==> config.mk <==
export PLATFORM = sky130hd
export DESIGN_NAME = stop_and_wait_receiver_core
export DESIGN_NICKNAME = d
export VERILOG_FILES = /design/src/design/swr_pkg.sv /design/src/design/stop_and_wait_receiver_core.sv /design/src/design/swr_ctrl.sv /design/src/design/swr_datapath.sv
export SDC_FILE = /design/constraint.sdc
export NUM_CORES = 1
export LEC_CHECK = 0
export BUFFER_PORTS_ARGS = -buffer_cell sky130_fd_sc_hd__buf_4
export CORE_MARGIN = 3
export CORE_UTILIZATION = 35
export DETAILED_ROUTE_END_ITERATION = 16
export PLACE_DENSITY = 0.57
export SLEW_MARGIN = 20
export SYNTH_ARGS = -nofsm -noshare
export SYNTH_HDL_FRONTEND = slang
export SYNTH_SLANG_ARGS = --single-unit
export TNS_END_PERCENT = 1
==> constraint.sdc <==
create_clock -name clock -period 7.3 [get_ports clock]
set_clock_uncertainty 0.15 [all_clocks]
set_input_delay 2.19 -clock clock [delete_from_list [all_inputs] [get_ports clock]]
set_output_delay 2.19 -clock clock [all_outputs]
set_load 0.01 [all_outputs]
==> src/design/swr_pkg.sv <==
// Package for the stop-and-wait receiver: state and command types, frame
// constants and the frame byte function. No dependencies.
`default_nettype none

package swr_pkg;

   // Input kind codes
   localparam logic [1:0] KIND_START = 2'd0;
   localparam logic [1:0] KIND_BYTE  = 2'd1;
   localparam logic [1:0] KIND_TICK  = 2'd2;

   // Output destinations
   localparam logic DEST_PAYLOAD = 1'b0;
   localparam logic DEST_LINK    = 1'b1;

   localparam logic [15:0] RESET_TIMEOUT = 16'd1000;

   // Header positions inside a packet; payload starts after the header
   localparam int SUM_POS   = 0;
   localparam int SEQ_POS   = 1;
   localparam int TOTAL_POS = 2;
   localparam int HDR_LEN   = 3;

   localparam logic [2:0] FRAME_LAST_IDX = 3'd4;

   localparam logic [7:0] CHAR_G = 8'h47;
   localparam logic [7:0] CHAR_E = 8'h45;
   localparam logic [7:0] CHAR_T = 8'h54;
   localparam logic [7:0] CHAR_A = 8'h41;
   localparam logic [7:0] CHAR_C = 8'h43;
   localparam logic [7:0] CHAR_K = 8'h4B;

   typedef enum logic [2:0] {
      ST_IDLE,
      ST_CHECK,
      ST_PAY_RD,
      ST_PAY_WR,
      ST_FRAME
   } state_type;

   typedef struct packed {
      logic start;       // new request: reset session, load timer
      logic take_byte;   // buffer one packet byte
      logic tick;        // timer tick
      logic clear_pkt;   // latch packet length, clear buffer
      logic commit;      // packet accepted: update ack state and timer
      logic pay_read;    // read next payload byte from the store
      logic pay_emit;    // load payload byte into output register
      logic frame_emit;  // load next frame byte into output register
   } cmd_type;

   typedef struct packed {
      logic out_free;    // output register can take a result this cycle
      logic timer_fire;  // a tick now would expire the timer
      logic pkt_ok;      // buffered packet passes all checks
      logic pay_more;    // payload bytes remain
      logic frame_last;  // frame byte counter at the final byte
   } status_type;

   // Frame: checksum, three letters, value. ACK when is_ack, else GET.
   function automatic logic [7:0] frame_byte(input logic is_ack, input logic [7:0] val,
                                             input logic [2:0] idx);
      logic [7:0] c0;
      logic [7:0] c1;
      logic [7:0] c2;
      logic [7:0] res;
      c0 = is_ack ? CHAR_A : CHAR_G;
      c1 = is_ack ? CHAR_C : CHAR_E;
      c2 = is_ack ? CHAR_K : CHAR_T;
      case (idx)
         3'd0:    res = c0 ^ c1 ^ c2 ^ val;
         3'd1:    res = c0;
         3'd2:    res = c1;
         3'd3:    res = c2;
         3'd4:    res = val;
         default: res = 8'h00;
      endcase
      return res;
   endfunction

endpackage

`default_nettype wire

==> src/design/stop_and_wait_receiver_core.sv <==
// Top level of the stop-and-wait receiver: controller plus datapath.
// Depends on swr_pkg, swr_ctrl and swr_datapath.
`default_nettype none

// A start transaction sends a 5-byte GET frame. A packet byte is taken
// while idle; the last byte of a packet adds a check and, if the packet
// passes, each payload byte takes a registered read of the packet store and
// a load of the output register, then the payload is closed and the ACK
// frame is sent. A timer tick counts the armed timer down, or reloads it and
// resends a frame when it fires. One transaction is worked at a time;
// req_ready is high while the controller is idle, and the last result may
// still sit in the output register then. The retransmit timeout is set
// through csr_wr_en/csr_wr_data and resets to 1000 ticks.
module stop_and_wait_receiver_core
   import swr_pkg::*;
#(
   parameter int MAX_PACKET = 32
) (
   input  wire logic        clock,
   input  wire logic        reset,
   input  wire logic        req_valid,
   output logic             req_ready,
   input  wire logic [1:0]  req_kind,
   input  wire logic [7:0]  req_data_byte,
   input  wire logic        req_last_byte,
   output logic             rsp_valid,
   input  wire logic        rsp_ready,
   output logic [7:0]       rsp_out_byte,
   output logic             rsp_destination,
   output logic             rsp_end_of_run,
   input  wire logic        csr_wr_en,
   input  wire logic [15:0] csr_wr_data
);

   cmd_type    cmd;
   status_type status;

   swr_ctrl u_ctrl (
      .clock         (clock),
      .reset         (reset),
      .req_valid     (req_valid),
      .req_ready     (req_ready),
      .req_kind      (req_kind),
      .req_last_byte (req_last_byte),
      .status        (status),
      .cmd           (cmd)
   );

   swr_datapath #(
      .MAX_PACKET (MAX_PACKET)
   ) u_datapath (
      .clock           (clock),
      .reset           (reset),
      .cmd             (cmd),
      .status          (status),
      .req_data_byte   (req_data_byte),
      .csr_wr_en       (csr_wr_en),
      .csr_wr_data     (csr_wr_data),
      .rsp_valid       (rsp_valid),
      .rsp_ready       (rsp_ready),
      .rsp_out_byte    (rsp_out_byte),
      .rsp_destination (rsp_destination),
      .rsp_end_of_run  (rsp_end_of_run)
   );

endmodule

`default_nettype wire

==> src/design/swr_ctrl.sv <==
// Controller state machine for the stop-and-wait receiver.
// Depends on swr_pkg; drives commands into swr_datapath.
`default_nettype none

module swr_ctrl
   import swr_pkg::*;
(
   input  wire logic       clock,
   input  wire logic       reset,
   input  wire logic       req_valid,
   output logic            req_ready,
   input  wire logic [1:0] req_kind,
   input  wire logic       req_last_byte,
   input  wire status_type status,
   output cmd_type         cmd
);

   state_type state_ff;
   state_type state_in;

   always_ff @(posedge clock) begin
      if (reset) begin
         state_ff <= ST_IDLE;
      end else begin
         state_ff <= state_in;
      end
   end

   always_comb begin
      state_in  = state_ff;
      cmd       = '0;
      req_ready = 1'b0;
      case (state_ff)
         ST_IDLE: begin
            req_ready = 1'b1;
            if (req_valid) begin
               case (req_kind)
                  KIND_START: begin
                     cmd.start = 1'b1;
                     state_in  = ST_FRAME;
                  end
                  KIND_BYTE: begin
                     cmd.take_byte = 1'b1;
                     if (req_last_byte) state_in = ST_CHECK;
                  end
                  KIND_TICK: begin
                     cmd.tick = 1'b1;
                     if (status.timer_fire) state_in = ST_FRAME;
                  end
                  default: ;
               endcase
            end
         end
         ST_CHECK: begin
            cmd.clear_pkt = 1'b1;
            if (status.pkt_ok) begin
               cmd.commit = 1'b1;
               state_in   = ST_PAY_RD;
            end else begin
               state_in = ST_IDLE;
            end
         end
         ST_PAY_RD: begin
            if (status.pay_more) begin
               cmd.pay_read = 1'b1;
               state_in     = ST_PAY_WR;
            end else begin
               state_in = ST_FRAME;
            end
         end
         ST_PAY_WR: begin
            if (status.out_free) begin
               cmd.pay_emit = 1'b1;
               state_in     = ST_PAY_RD;
            end
         end
         ST_FRAME: begin
            if (status.out_free) begin
               cmd.frame_emit = 1'b1;
               if (status.frame_last) state_in = ST_IDLE;
            end
         end
         default: state_in = ST_IDLE;
      endcase
   end

   // Input only taken while idle; a packet check always follows a last byte
   a_ready_idle: assert property (@(posedge clock) disable iff (reset)
      req_ready |-> state_ff == ST_IDLE)
      else $error("req_ready outside idle");
   a_last_check: assert property (@(posedge clock) disable iff (reset)
      (req_valid && req_ready && req_kind == KIND_BYTE && req_last_byte) |=>
         state_ff == ST_CHECK)
      else $error("last byte not followed by check");
   a_start_frame: assert property (@(posedge clock) disable iff (reset)
      (req_valid && req_ready && req_kind == KIND_START) |=> state_ff == ST_FRAME)
      else $error("start not followed by frame");

endmodule

`default_nettype wire

==> src/design/swr_datapath.sv <==
// Datapath for the stop-and-wait receiver: packet store, checksum, session
// and timer registers, output register. Depends on swr_pkg.
`default_nettype none

module swr_datapath
   import swr_pkg::*;
#(
   parameter int MAX_PACKET = 32
) (
   input  wire logic        clock,
   input  wire logic        reset,
   input  wire cmd_type     cmd,
   output status_type       status,
   input  wire logic [7:0]  req_data_byte,
   input  wire logic        csr_wr_en,
   input  wire logic [15:0] csr_wr_data,
   output logic             rsp_valid,
   input  wire logic        rsp_ready,
   output logic [7:0]       rsp_out_byte,
   output logic             rsp_destination,
   output logic             rsp_end_of_run
);

   localparam int CNT_W = $clog2(MAX_PACKET + 2);
   localparam int IDX_W = $clog2(MAX_PACKET);
   localparam logic [CNT_W-1:0] MAX_CNT   = CNT_W'(MAX_PACKET);
   localparam logic [CNT_W-1:0] OVER_CNT  = CNT_W'(MAX_PACKET + 1);
   localparam logic [CNT_W-1:0] HDR_CNT   = CNT_W'(HDR_LEN);
   localparam logic [CNT_W-1:0] SUM_CNT   = CNT_W'(SUM_POS);
   localparam logic [CNT_W-1:0] SEQ_CNT   = CNT_W'(SEQ_POS);
   localparam logic [CNT_W-1:0] TOTAL_CNT = CNT_W'(TOTAL_POS);

   logic [7:0]       store [MAX_PACKET];
   logic [7:0]       rd_data_ff;

   logic [CNT_W-1:0] count_ff;
   logic [7:0]       xor_ff;
   logic [7:0]       hdr_sum_ff;
   logic [7:0]       hdr_seq_ff;
   logic [7:0]       hdr_total_ff;
   logic [7:0]       last_acked_ff;
   logic [7:0]       pending_seq_ff;
   logic [7:0]       requested_ff;
   logic [15:0]      timeout_ff;
   logic [15:0]      timer_left_ff;
   logic             timer_armed_ff;
   logic [CNT_W-1:0] pay_len_ff;
   logic [CNT_W-1:0] pay_idx_ff;
   logic [2:0]       frame_idx_ff;

   logic             out_valid_ff;
   logic [7:0]       out_byte_ff;
   logic             out_dest_ff;
   logic             out_eor_ff;

   logic             room;
   logic             is_ack;

   assign room   = count_ff < MAX_CNT;
   assign is_ack = pending_seq_ff != 8'h00;

   assign status.out_free   = !out_valid_ff || rsp_ready;
   assign status.timer_fire = timer_armed_ff && (timer_left_ff <= 16'd1);
   assign status.pkt_ok     = (count_ff >= HDR_CNT) && (count_ff <= MAX_CNT) &&
                              (hdr_sum_ff == xor_ff) && (hdr_seq_ff > last_acked_ff);
   assign status.pay_more   = pay_idx_ff < pay_len_ff;
   assign status.frame_last = frame_idx_ff == FRAME_LAST_IDX;

   // Packet store: one write port, one registered read port
   always_ff @(posedge clock) begin
      if (cmd.take_byte && room) begin
         store[count_ff[IDX_W-1:0]] <= req_data_byte;
      end
      if (cmd.pay_read) begin
         rd_data_ff <= store[pay_idx_ff[IDX_W-1:0]];
      end
   end

   always_ff @(posedge clock) begin
      if (reset) begin
         timeout_ff <= RESET_TIMEOUT;
      end else if (csr_wr_en) begin
         timeout_ff <= csr_wr_data;
      end
   end

   // Packet buffer bookkeeping
   always_ff @(posedge clock) begin
      if (reset) begin
         count_ff     <= '0;
         xor_ff       <= '0;
         hdr_sum_ff   <= '0;
         hdr_seq_ff   <= '0;
         hdr_total_ff <= '0;
         pay_len_ff   <= '0;
         pay_idx_ff   <= '0;
      end else begin
         if (cmd.start) begin
            count_ff <= '0;
            xor_ff   <= '0;
         end else if (cmd.take_byte) begin
            if (room) begin
               count_ff <= count_ff + 1'b1;
               if (count_ff != SUM_CNT) xor_ff <= xor_ff ^ req_data_byte;
               if (count_ff == SUM_CNT) hdr_sum_ff <= req_data_byte;
               if (count_ff == SEQ_CNT) hdr_seq_ff <= req_data_byte;
               if (count_ff == TOTAL_CNT) hdr_total_ff <= req_data_byte;
            end else begin
               count_ff <= OVER_CNT;
            end
         end else if (cmd.clear_pkt) begin
            count_ff   <= '0;
            xor_ff     <= '0;
            pay_len_ff <= count_ff;
            pay_idx_ff <= HDR_CNT;
         end
         if (cmd.pay_emit) pay_idx_ff <= pay_idx_ff + 1'b1;
      end
   end

   // Session and retransmit timer
   always_ff @(posedge clock) begin
      if (reset) begin
         last_acked_ff  <= '0;
         pending_seq_ff <= '0;
         requested_ff   <= '0;
         timer_left_ff  <= '0;
         timer_armed_ff <= 1'b0;
      end else begin
         if (cmd.start) begin
            requested_ff   <= req_data_byte;
            last_acked_ff  <= '0;
            pending_seq_ff <= '0;
            timer_left_ff  <= timeout_ff;
            timer_armed_ff <= 1'b1;
         end else if (cmd.tick && timer_armed_ff) begin
            if (timer_left_ff > 16'd1) timer_left_ff <= timer_left_ff - 16'd1;
            else                       timer_left_ff <= timeout_ff;
         end else if (cmd.commit) begin
            last_acked_ff  <= hdr_seq_ff;
            pending_seq_ff <= hdr_seq_ff;
            if (hdr_seq_ff < hdr_total_ff) begin
               timer_left_ff  <= timeout_ff;
               timer_armed_ff <= 1'b1;
            end else begin
               timer_left_ff  <= '0;
               timer_armed_ff <= 1'b0;
            end
         end
      end
   end

   // Output register and frame byte counter
   always_ff @(posedge clock) begin
      if (reset) begin
         out_valid_ff <= 1'b0;
         frame_idx_ff <= '0;
      end else begin
         if (cmd.pay_emit || cmd.frame_emit) out_valid_ff <= 1'b1;
         else if (rsp_ready)                 out_valid_ff <= 1'b0;
         if (cmd.frame_emit) begin
            frame_idx_ff <= status.frame_last ? 3'd0 : frame_idx_ff + 3'd1;
         end
      end
   end

   always_ff @(posedge clock) begin
      if (cmd.pay_emit) begin
         out_byte_ff <= rd_data_ff;
         out_dest_ff <= DEST_PAYLOAD;
         out_eor_ff  <= 1'b0;
      end else if (cmd.frame_emit) begin
         out_byte_ff <= frame_byte(is_ack, is_ack ? pending_seq_ff : requested_ff,
                                   frame_idx_ff);
         out_dest_ff <= DEST_LINK;
         out_eor_ff  <= status.frame_last;
      end
   end

   assign rsp_valid       = out_valid_ff;
   assign rsp_out_byte    = out_byte_ff;
   assign rsp_destination = out_dest_ff;
   assign rsp_end_of_run  = out_eor_ff;

   a_no_overwrite: assert property (@(posedge clock) disable iff (reset)
      (cmd.pay_emit || cmd.frame_emit) |-> status.out_free)
      else $error("output register overwritten");
   a_eor_on_link: assert property (@(posedge clock) disable iff (reset)
      (rsp_valid && rsp_end_of_run) |-> rsp_destination == DEST_LINK)
      else $error("run ends on a payload byte");
   a_count_range: assert property (@(posedge clock) disable iff (reset)
      count_ff <= OVER_CNT)
      else $error("byte count out of range");
   a_commit_timer: assert property (@(posedge clock) disable iff (reset)
      cmd.commit |=> timer_armed_ff == $past(hdr_seq_ff < hdr_total_ff))
      else $error("timer arm after accept wrong");

endmodule

`default_nettype wire
### Word-level counts from Yosys, hierarchy flattened

Memories as Yosys holds them, arrays and structs flattened. A register that Yosys moved wholly into a read port is not among the register bits.
Index checks and enable logic that the tools add are counted.

| cells by class | value |
|---|---|
| add/subtract/negate cells | 4 |
| magnitude comparators | 8 |
| equal/unequal tests | 25 |
| muxes and demuxes | 55 |
| bitwise logic cells | 7 |
| reduce and logical (&&, ||, !) cells | 31 |

Operators by type and width:

| operator | number |
|---|---|
| 16-bit 2-to-1 mux | 5 |
| 8-bit 2-to-1 mux | 7 |
| 6-bit 2-to-1 mux | 7 |
| 8-bit case mux with 5 select lines | 1 |
| 3-bit 2-to-1 mux | 12 |
| 8-bit bitwise XOR | 4 |
| 1-bit 2-to-1 mux | 18 |
| 16-bit by 1-bit > comparator with 1-bit output, second input constant | 1 |
| 16-bit by 1-bit <= comparator with 1-bit output, second input constant | 1 |
| 16-bit by 1-bit subtractor with 16-bit output, second input constant | 1 |
| 3-bit case mux with 5 select lines | 1 |
| 2-bit != test, second input constant | 7 |
| 6-bit by 1-bit adder with 6-bit output, second input constant | 2 |
| 3-bit by 2-bit equality test with 1-bit output, second input constant | 4 |
| 4-bit AND reduction | 3 |
| 2-bit nonzero test | 5 |
| 3-bit case mux with 3 select lines | 1 |
| 3-bit AND reduction | 3 |
| 8-bit equality test | 1 |
| 8-bit > comparator | 1 |
| 8-bit less-than comparator | 1 |
| 8-bit nonzero test | 1 |
| 7-bit AND reduction | 1 |
| 3-bit by 1-bit equality test with 1-bit output, second input constant | 2 |
| 26 further kinds | 40 |

| word-level totals | value |
|---|---|
| register bits | 116 |
| bits in writable memories | 256 |
| input port bits | 32 |
| output and inout bits | 12 |
| memories kept | 1 |

Memories:

| memory | depth | bits a word | rd ports | clocked after memory_dff | write ports | line | RTL |
|---|---|---|---|---|---|---|---|
| u_datapath.store | 32 | 8 | 1 | 1 | 1 | swr_datapath.sv:33 | `logic [7:0] store [MAX_PACKET];` |

### Depth between registers and ports, before layout

Gate-level depths: netlist of the first run.

| depth | value |
|---|---|
| word-level depth | 10 |
| gate-level depth with buffers | 10 |
| mapped depth without buffers | 8 |

### By module

Synthesis of the first run repeated with hierarchy kept, for this count alone.

| unflattened totals | value |
|---|---|
| cell total of the unflattened synthesis | 1160 |
| area, all modules | 16301.9 sq um |

Modules (own cells, without submodules):

| module | times used | cells an instance | area an instance (sq um) |
|---|---|---|---|
| swr_datapath | 1 | 1125 | 15977.8 |
| swr_ctrl | 1 | 35 | 324.1 |

### Worst setup path before layout of the first run

Ideal clock, no wire load.

| timing path | value |
|---|---|
| path kind | input -> register |
| from | input port req_valid |
| to | memory u_datapath.store[31][0] (enable) |
| library setup time | 0.370 ns |
| arrival time | 3.674 ns |
| setup slack | 3.106 ns |
| cell stages on the path | 5 |
| cell sequence | or4b_4 > nor3_1 > buf_2 > nand2_1 > nor2_1 |

| between the ends | value |
|---|---|
| longest elaborated chain between the ends | 5 |

Ends and longest elaborated chain:

| item | line | RTL |
|---|---|---|
| start, declared | stop_and_wait_receiver_core.sv:21 | `input wire logic req_valid,` |
| 3-bit 2-to-1 mux | swr_ctrl.sv:36 | `if (req_valid) begin` |
| 3-bit 2-to-1 mux | swr_ctrl.sv:33 | `case (state_ff)` |
| 1-bit logical AND | swr_datapath.sv:71 | `if (cmd.take_byte && room) begin` |
| 1-bit 2-to-1 mux | swr_datapath.sv:71 |  |
| 1-bit 2-to-1 mux (not written as such) | swr_datapath.sv:72 | `store[count_ff[IDX_W-1:0]] <= req_data_byte;` |
| end, declared | swr_datapath.sv:33 |  |

Every way passes these cells.

### Worst setup path after layout of the first run

| timing path | value |
|---|---|
| from | input port req_valid |
| to | memory u_datapath.store[19][4] (enable) |

Same word-level chain as after synthesis.

==> results.yml, run 1 <==
synthesis:
  syn_inst: 1112
  synth_cell_types: 63
  synth_warnings: 0
  post_synth.cell_area_avg_um2: 14.5
  synth_area_mm2: 0.0161
  synth_edf_count: 272
  async_flop_share_pct: 0
  synth_seq_cells: 380
  synth_ff_type: "edfxtp_1"
  synth_nets: 1176
  seq_area_frac_synth_pct: 64.1
power_and_ir_drop:
  peakVddDrop_mv: 0.157
  cellPowerDensity_mw_per_mm2: 245
  p_leak_nw: 6.24
cts:
  clock_sinks: 380
  clock_path_buffers: 3
  cts_buffers: 41
  cts.clk_slew.worst_paths_ps: 50
  ctsHtreeMaxLevel: 2
  postCtsSetupBuffers: 0
  cts_resized: 0
  clock_latency_ps: 570
  cts_root_buf: "clkbuf_16"
  holdBufCountCts: 0
  cts_tree: "built"
finish:
  finalInstanceArea_mm2: 0.0183
  nNetsFinal: 1213
  drive_above_1_share_pct: 18.1
  fill_cells: 4258
  final_common_cell: "edfxtp_1"
  finish.utilization_pct: 40.2
  layout_common_cells: "edfxtp_1 (272), nor2_1 (123), dfxtp_1 (106)"
  diodes: 0
  syn_to_final_growth_pct: 13.5
place:
  io_buffers: 43
  gp_congestion: 0.793
  dp_hpwl_um: 24400
  postPlaceCellArea_mm2: 0.0170
  dp_slack_ps: 2500
floorplan:
  initial_core_util_pct: 35.4
  placeableCoreArea_mm2: 0.0455
  die-area_mm2: 0.0487
  die_h_um: 221
  io-pin-count: 44
  rows: 78
  fp.dieW_um: 221
routing:
  wl_per_cell_um: 21.9
  drt-pass1-iter-count: 5
  vias: 9371
  finalWirelength_um: 39000
  antenna_left: 0
  drcViolationCount: 0
  drt_iter0_markers: 805
  via_per_inst: 5.26
timing:
  fin_crit_sh_pct: 58.2
  max-slew-margin-rel_pct: 30.1
  finalHoldViolCount: 0
  finalSetupViolCount: 0
  worstMarginPinSlew_ps: 1040
  tns_ps: 0
  setup_slack_ps: 3050
  period_minus_slack_ps: 4250
  drv_slew: 0
  fmax_ghz: 0.235
  rsz0062_at_grt: "no"
min_path:
  hold_depth: 2
  hp-class: "flip-flop to flip-flop"
global_route:
  grt_max_degree: 69
  grt_remaining_overflow: 0
  track_usage_pct: 16.0
  grt_pass1_vias: 9161
  antenna_found_initial: 0
  grt_pass1_wl_um: 57600
worst_setup_path:
  reg2reg_depth: 8
  crit_family: "simple AND/OR/NAND/NOR gates"
  crit_slowest_cell: "nor2_1"
  crit_path_cell_trace: "buf_4 > or4b_4 > nor3_1 > buf_4 > nand2_1 > nor2_1"
  crit_arrival_ps: 4280
  cp_slowest_stage_delay_ps: 680
  cp-start-kind: "input port"
  cp.required_ps: 7330
  cp-end-kind: "flip-flop"
  crit_fanout: 12
  crit_type: "input port to flip-flop"
  cp.depth: 6
  worst-path-buf-inv: 2
  path_common_cell: "buf_4"
job:
  drv_cap: 0
status:
  status: "complete, no violations"
## report_power, final
part	switching, W	internal [W]	leakage [nW]
combinational	0.000118	0.0000649	2.31
sequential	0.0000141	0.00233	3.32
clock	0.000841	0.00112	0.614
## cells by family (layout without fill, tap and decap cells)
logic type               count (synthesis)  after routing  synth area share, %
AO/OA/AOI/OAI                          140            140                 5.82
XOR/XNOR                                31             31                 1.68
adder cells (fa/ha/maj)                 32             32                 2.48
buffers and inverters                   97            166                 2.50
flip-flops                             380            380                 64.1
multiplexers                           143            143                 15.2
AND/OR/NAND/NOR                        289            289                 8.28
## final timing paths
path,from,endpoint,slack [ps]
max,req_valid,u_datapath.store[19][4],3050
min,u_datapath.pay_len_ff[0],u_datapath.pay_len_ff[0],300
max reg2reg,u_datapath.last_acked_ff[7],u_datapath.timer_left_ff[9],3660
min reg2reg,u_datapath.pay_len_ff[0],u_datapath.pay_len_ff[0],300
## routing by layer
layer,up-vias,global-route usage (%),routed length [um]
li1,4293,-,-
met1,4735,21.3,16900
met2,281,26.9,19200
met3,62,3.21,2000
met4,0,4.59,889
met5,-,0,0
## cells in the mapped netlist (all sizes together) (3+ instances only)
cell    instances  area [um2]
mux2            8        90.1
o311ai          3        26.3
a211oi          4        30.0
buf            24         129
dfxtp         108        2160
nand2          80         300
mux2i          55         551
nand2b          9        56.3
a32o           10         100
xnor2          13         114
nor3b           3        22.5
mux4           80        1800
o21ai          14        70.1
a22oi           8        60.1
nor4            6        52.6
nand3          17        85.1
o31ai           8        60.1
or3             4        30.0
o221ai          3        26.3
clkbuf         32         120
a21oi          61         332
and2            4        27.5
nand4           4        25.0
ha             32         400
a221oi          5        50.0
a31oi           4        25.0
inv            41         154
a21o            7        52.6
nor3           17        95.1
nor2b           3        18.8
xor2           18         158
nor2          123         462
nand3b          5        37.5
and3            3        18.8
edfxtp        272        8170
and4            4        35.0
## through the flow
stage | hold slack, ps | power [W] | instances
floorplan | 283 | 0.00248 | 1112
global placement | 291 | 0.00257 | 1706
detailed placement | 298 | 0.00257 | 1706
CTS | 306 | 0.00453 | 1781
global route | 323 | 0.00465 | 1781
finish | 303 | 0.00448 | 1781
## registers in the layout (all words and copies together) (netlist names), 8 cells and up
name,count
u_datapath.store,256
u_datapath.timeout_ff,16
u_datapath.timer_left_ff,16
u_datapath.hdr_seq_ff,8
u_datapath.hdr_sum_ff,8
u_datapath.hdr_total_ff,8
u_datapath.last_acked_ff,8
u_datapath.rd_data_ff,8
u_datapath.requested_ff,8
u_datapath.rsp_out_byte,8
u_datapath.xor_ff,8
## final cells by class
class,instances,area (um2),area share (%)
flip-flops and latches,380,10300,56.5
multi-input cells,635,5400,29.5
clock buffers,58,1160,6.35
well taps,600,751,4.10
repair buffers,50,375,2.05
inverters,41,154,0.841
clock inverters,17,119,0.650
## tightest hold or removal path, cell delays in order (launching register included)
cell	delay [ps]
dfxtp_1	300
nand2_1	50
a21oi_1	50
No activity file was read; power rests on OpenSTA's default activity.
==> run 2: changes to the inputs <==
Settings changed: PLACE_DENSITY 0.57 to 0.59.
Clock period 7.3 ns to 3.7 ns, I/O delays scaled along.
==> run 2 against run 1 <==
Net effect: design area rose by 2.0%; flip-flop and latch count stayed put; final cell count is 2.6% higher; die area did not move; hold slack gained 1.3 ps; via count grew 1.0%; total power rose by 96%.
==> results.yml, run 2 (synthesis gave the netlist of run 1 again) <==
cts:
  postCtsSetupBuffers: 0
  cts_resized: 0
  clock_latency_ps: 540
  cts_buffers: 40
  ctsHtreeMaxLevel: 2
  clock_sinks: 380
  cts_tree: "built"
  clock_path_buffers: 3
  cts_root_buf: "clkbuf_16"
  cts.clk_slew.worst_paths_ps: 60
  holdBufCountCts: 0
finish:
  layout_common_cells: "edfxtp_1 (272), nor2_1 (123), dfxtp_1 (106)"
  finish.utilization_pct: 41.0
  drive_above_1_share_pct: 21.2
  final_common_cell: "edfxtp_1"
  largest_reg_flops: 256
  syn_to_final_growth_pct: 15.7
  nNetsFinal: 1262
  fill_cells: 4235
  diodes: 0
power_and_ir_drop:
  cellPowerDensity_mw_per_mm2: 472
  peakVddDrop_mv: 0.289
  p_leak_nw: 6.51
worst_setup_path:
  crit_start: "u_datapath.last_acked_ff[7]"
  crit_fanout: 11
  crit_type: "flip-flop to flip-flop"
  r2r_start: "u_datapath.last_acked_ff[7]"
  crit_arrival_ps: 3350
  cp-end-kind: "flip-flop"
  cp.required_ps: 3980
  cp-start-kind: "flip-flop"
timing:
  finalHoldViolCount: 0
  fmax_ghz: 0.326
  max-slew-margin-rel_pct: 42.8
  rsz0062_at_grt: "no"
  tns_ps: 0
  finalSetupViolCount: 0
  drv_slew: 0
  worstMarginPinSlew_ps: 856
  holdWs_ps: 305
  fin_crit_sh_pct: 82.8
  period_minus_slack_ps: 3070
routing:
  drcViolationCount: 0
  wl_per_cell_um: 21.1
  finalWirelength_um: 38500
  via_per_inst: 5.18
  antenna_left: 0
  drt-pass1-iter-count: 5
  vias: 9467
  drt_iter0_markers: 855
global_route:
  grt_remaining_overflow: 0
  track_usage_pct: 15.9
  grt_max_degree: 45
  grt_pass1_wl_um: 58900
  antenna_found_initial: 0
  grt_pass1_vias: 9670
floorplan:
  die-area_mm2: 0.0487
  io-pin-count: 44
  initial_core_util_pct: 35.4
  die_h_um: 221
  placeableCoreArea_mm2: 0.0455
  fp.dieW_um: 221
  rows: 78
place:
  dp_hpwl_um: 24600
  io_buffers: 43
  gp_congestion: 0.835
job:
  drv_cap: 0
min_path:
  hp-class: "flip-flop to flip-flop"
  hp-start: "u_datapath.pay_len_ff[2]"
status:
  status: "complete, no violations"
[run 2: cell types whose count changed in the layout (fill, tap and decap cells not counted), sizes merged]
cell,delta
buf,+50
bufinv,+1
clkbuf,+1
clkinv,-2
clkinvlp,-4
[run 2: critical path, stage by stage (launching register included)]
cell	delay, ps
dfxtp_1	420
inv_1	60
ha_1	310
and4_1	230
and2_1	200
nor4_1	470
and3_1	550
nor2_1	260
a32o_1	320
[run 2: worst paths after layout]
check        cells after the start  slack [ps]                          end
max                              8         630  u_datapath.timer_left_ff[8]
max reg2reg                      8         630  u_datapath.timer_left_ff[8]
min reg2reg                      2         300     u_datapath.pay_len_ff[2]
min                              2         300     u_datapath.pay_len_ff[2]
[run 2: through the flow]
step	setup WS, ps	power (W)	area (um2)	instances
floorplan	586	0.00490	16100	1112
global placement	367	0.00507	17400	1756
detailed placement	339	0.00507	17400	1756
CTS	647	0.00890	18700	1827
global route	414	0.00912	18700	1827
finish	635	0.00880	18700	1827
[run 2: layer usage]
metal	part of all wire (%)	GRT usage, %	vias to the layer above	wire, um
met3	5.7	3.20	53	2200
met4	1.9	3.69	0	742
met1	46	22.4	4777	17600
met5	0	0	-	0
met2	47	25.6	249	18000
li1	-	-	4388	-
[run 2: final cells by class]
cell class	instances	area, um2	area share, %
clock buffers	59	1140	6.12
well taps	600	751	4.02
inverters	41	154	0.825
flip-flops and latches	380	10300	55.4
repair buffers	100	776	4.16
clock inverters	12	103	0.550
multi-input cells	635	5390	28.9
[run 2: report_power, final]
| group | internal, W | total [W] | switching [W] | leakage, nW |
|---|---|---|---|---|
| Sequential | 0.00459 | 0.00461 | 0.0000262 | 3.32 |
| Clock | 0.00221 | 0.00382 | 0.00161 | 0.608 |
| Combinational | 0.000134 | 0.000365 | 0.000231 | 2.58 |
| Total | 0.00693 | 0.00880 | 0.00186 | 6.51 |
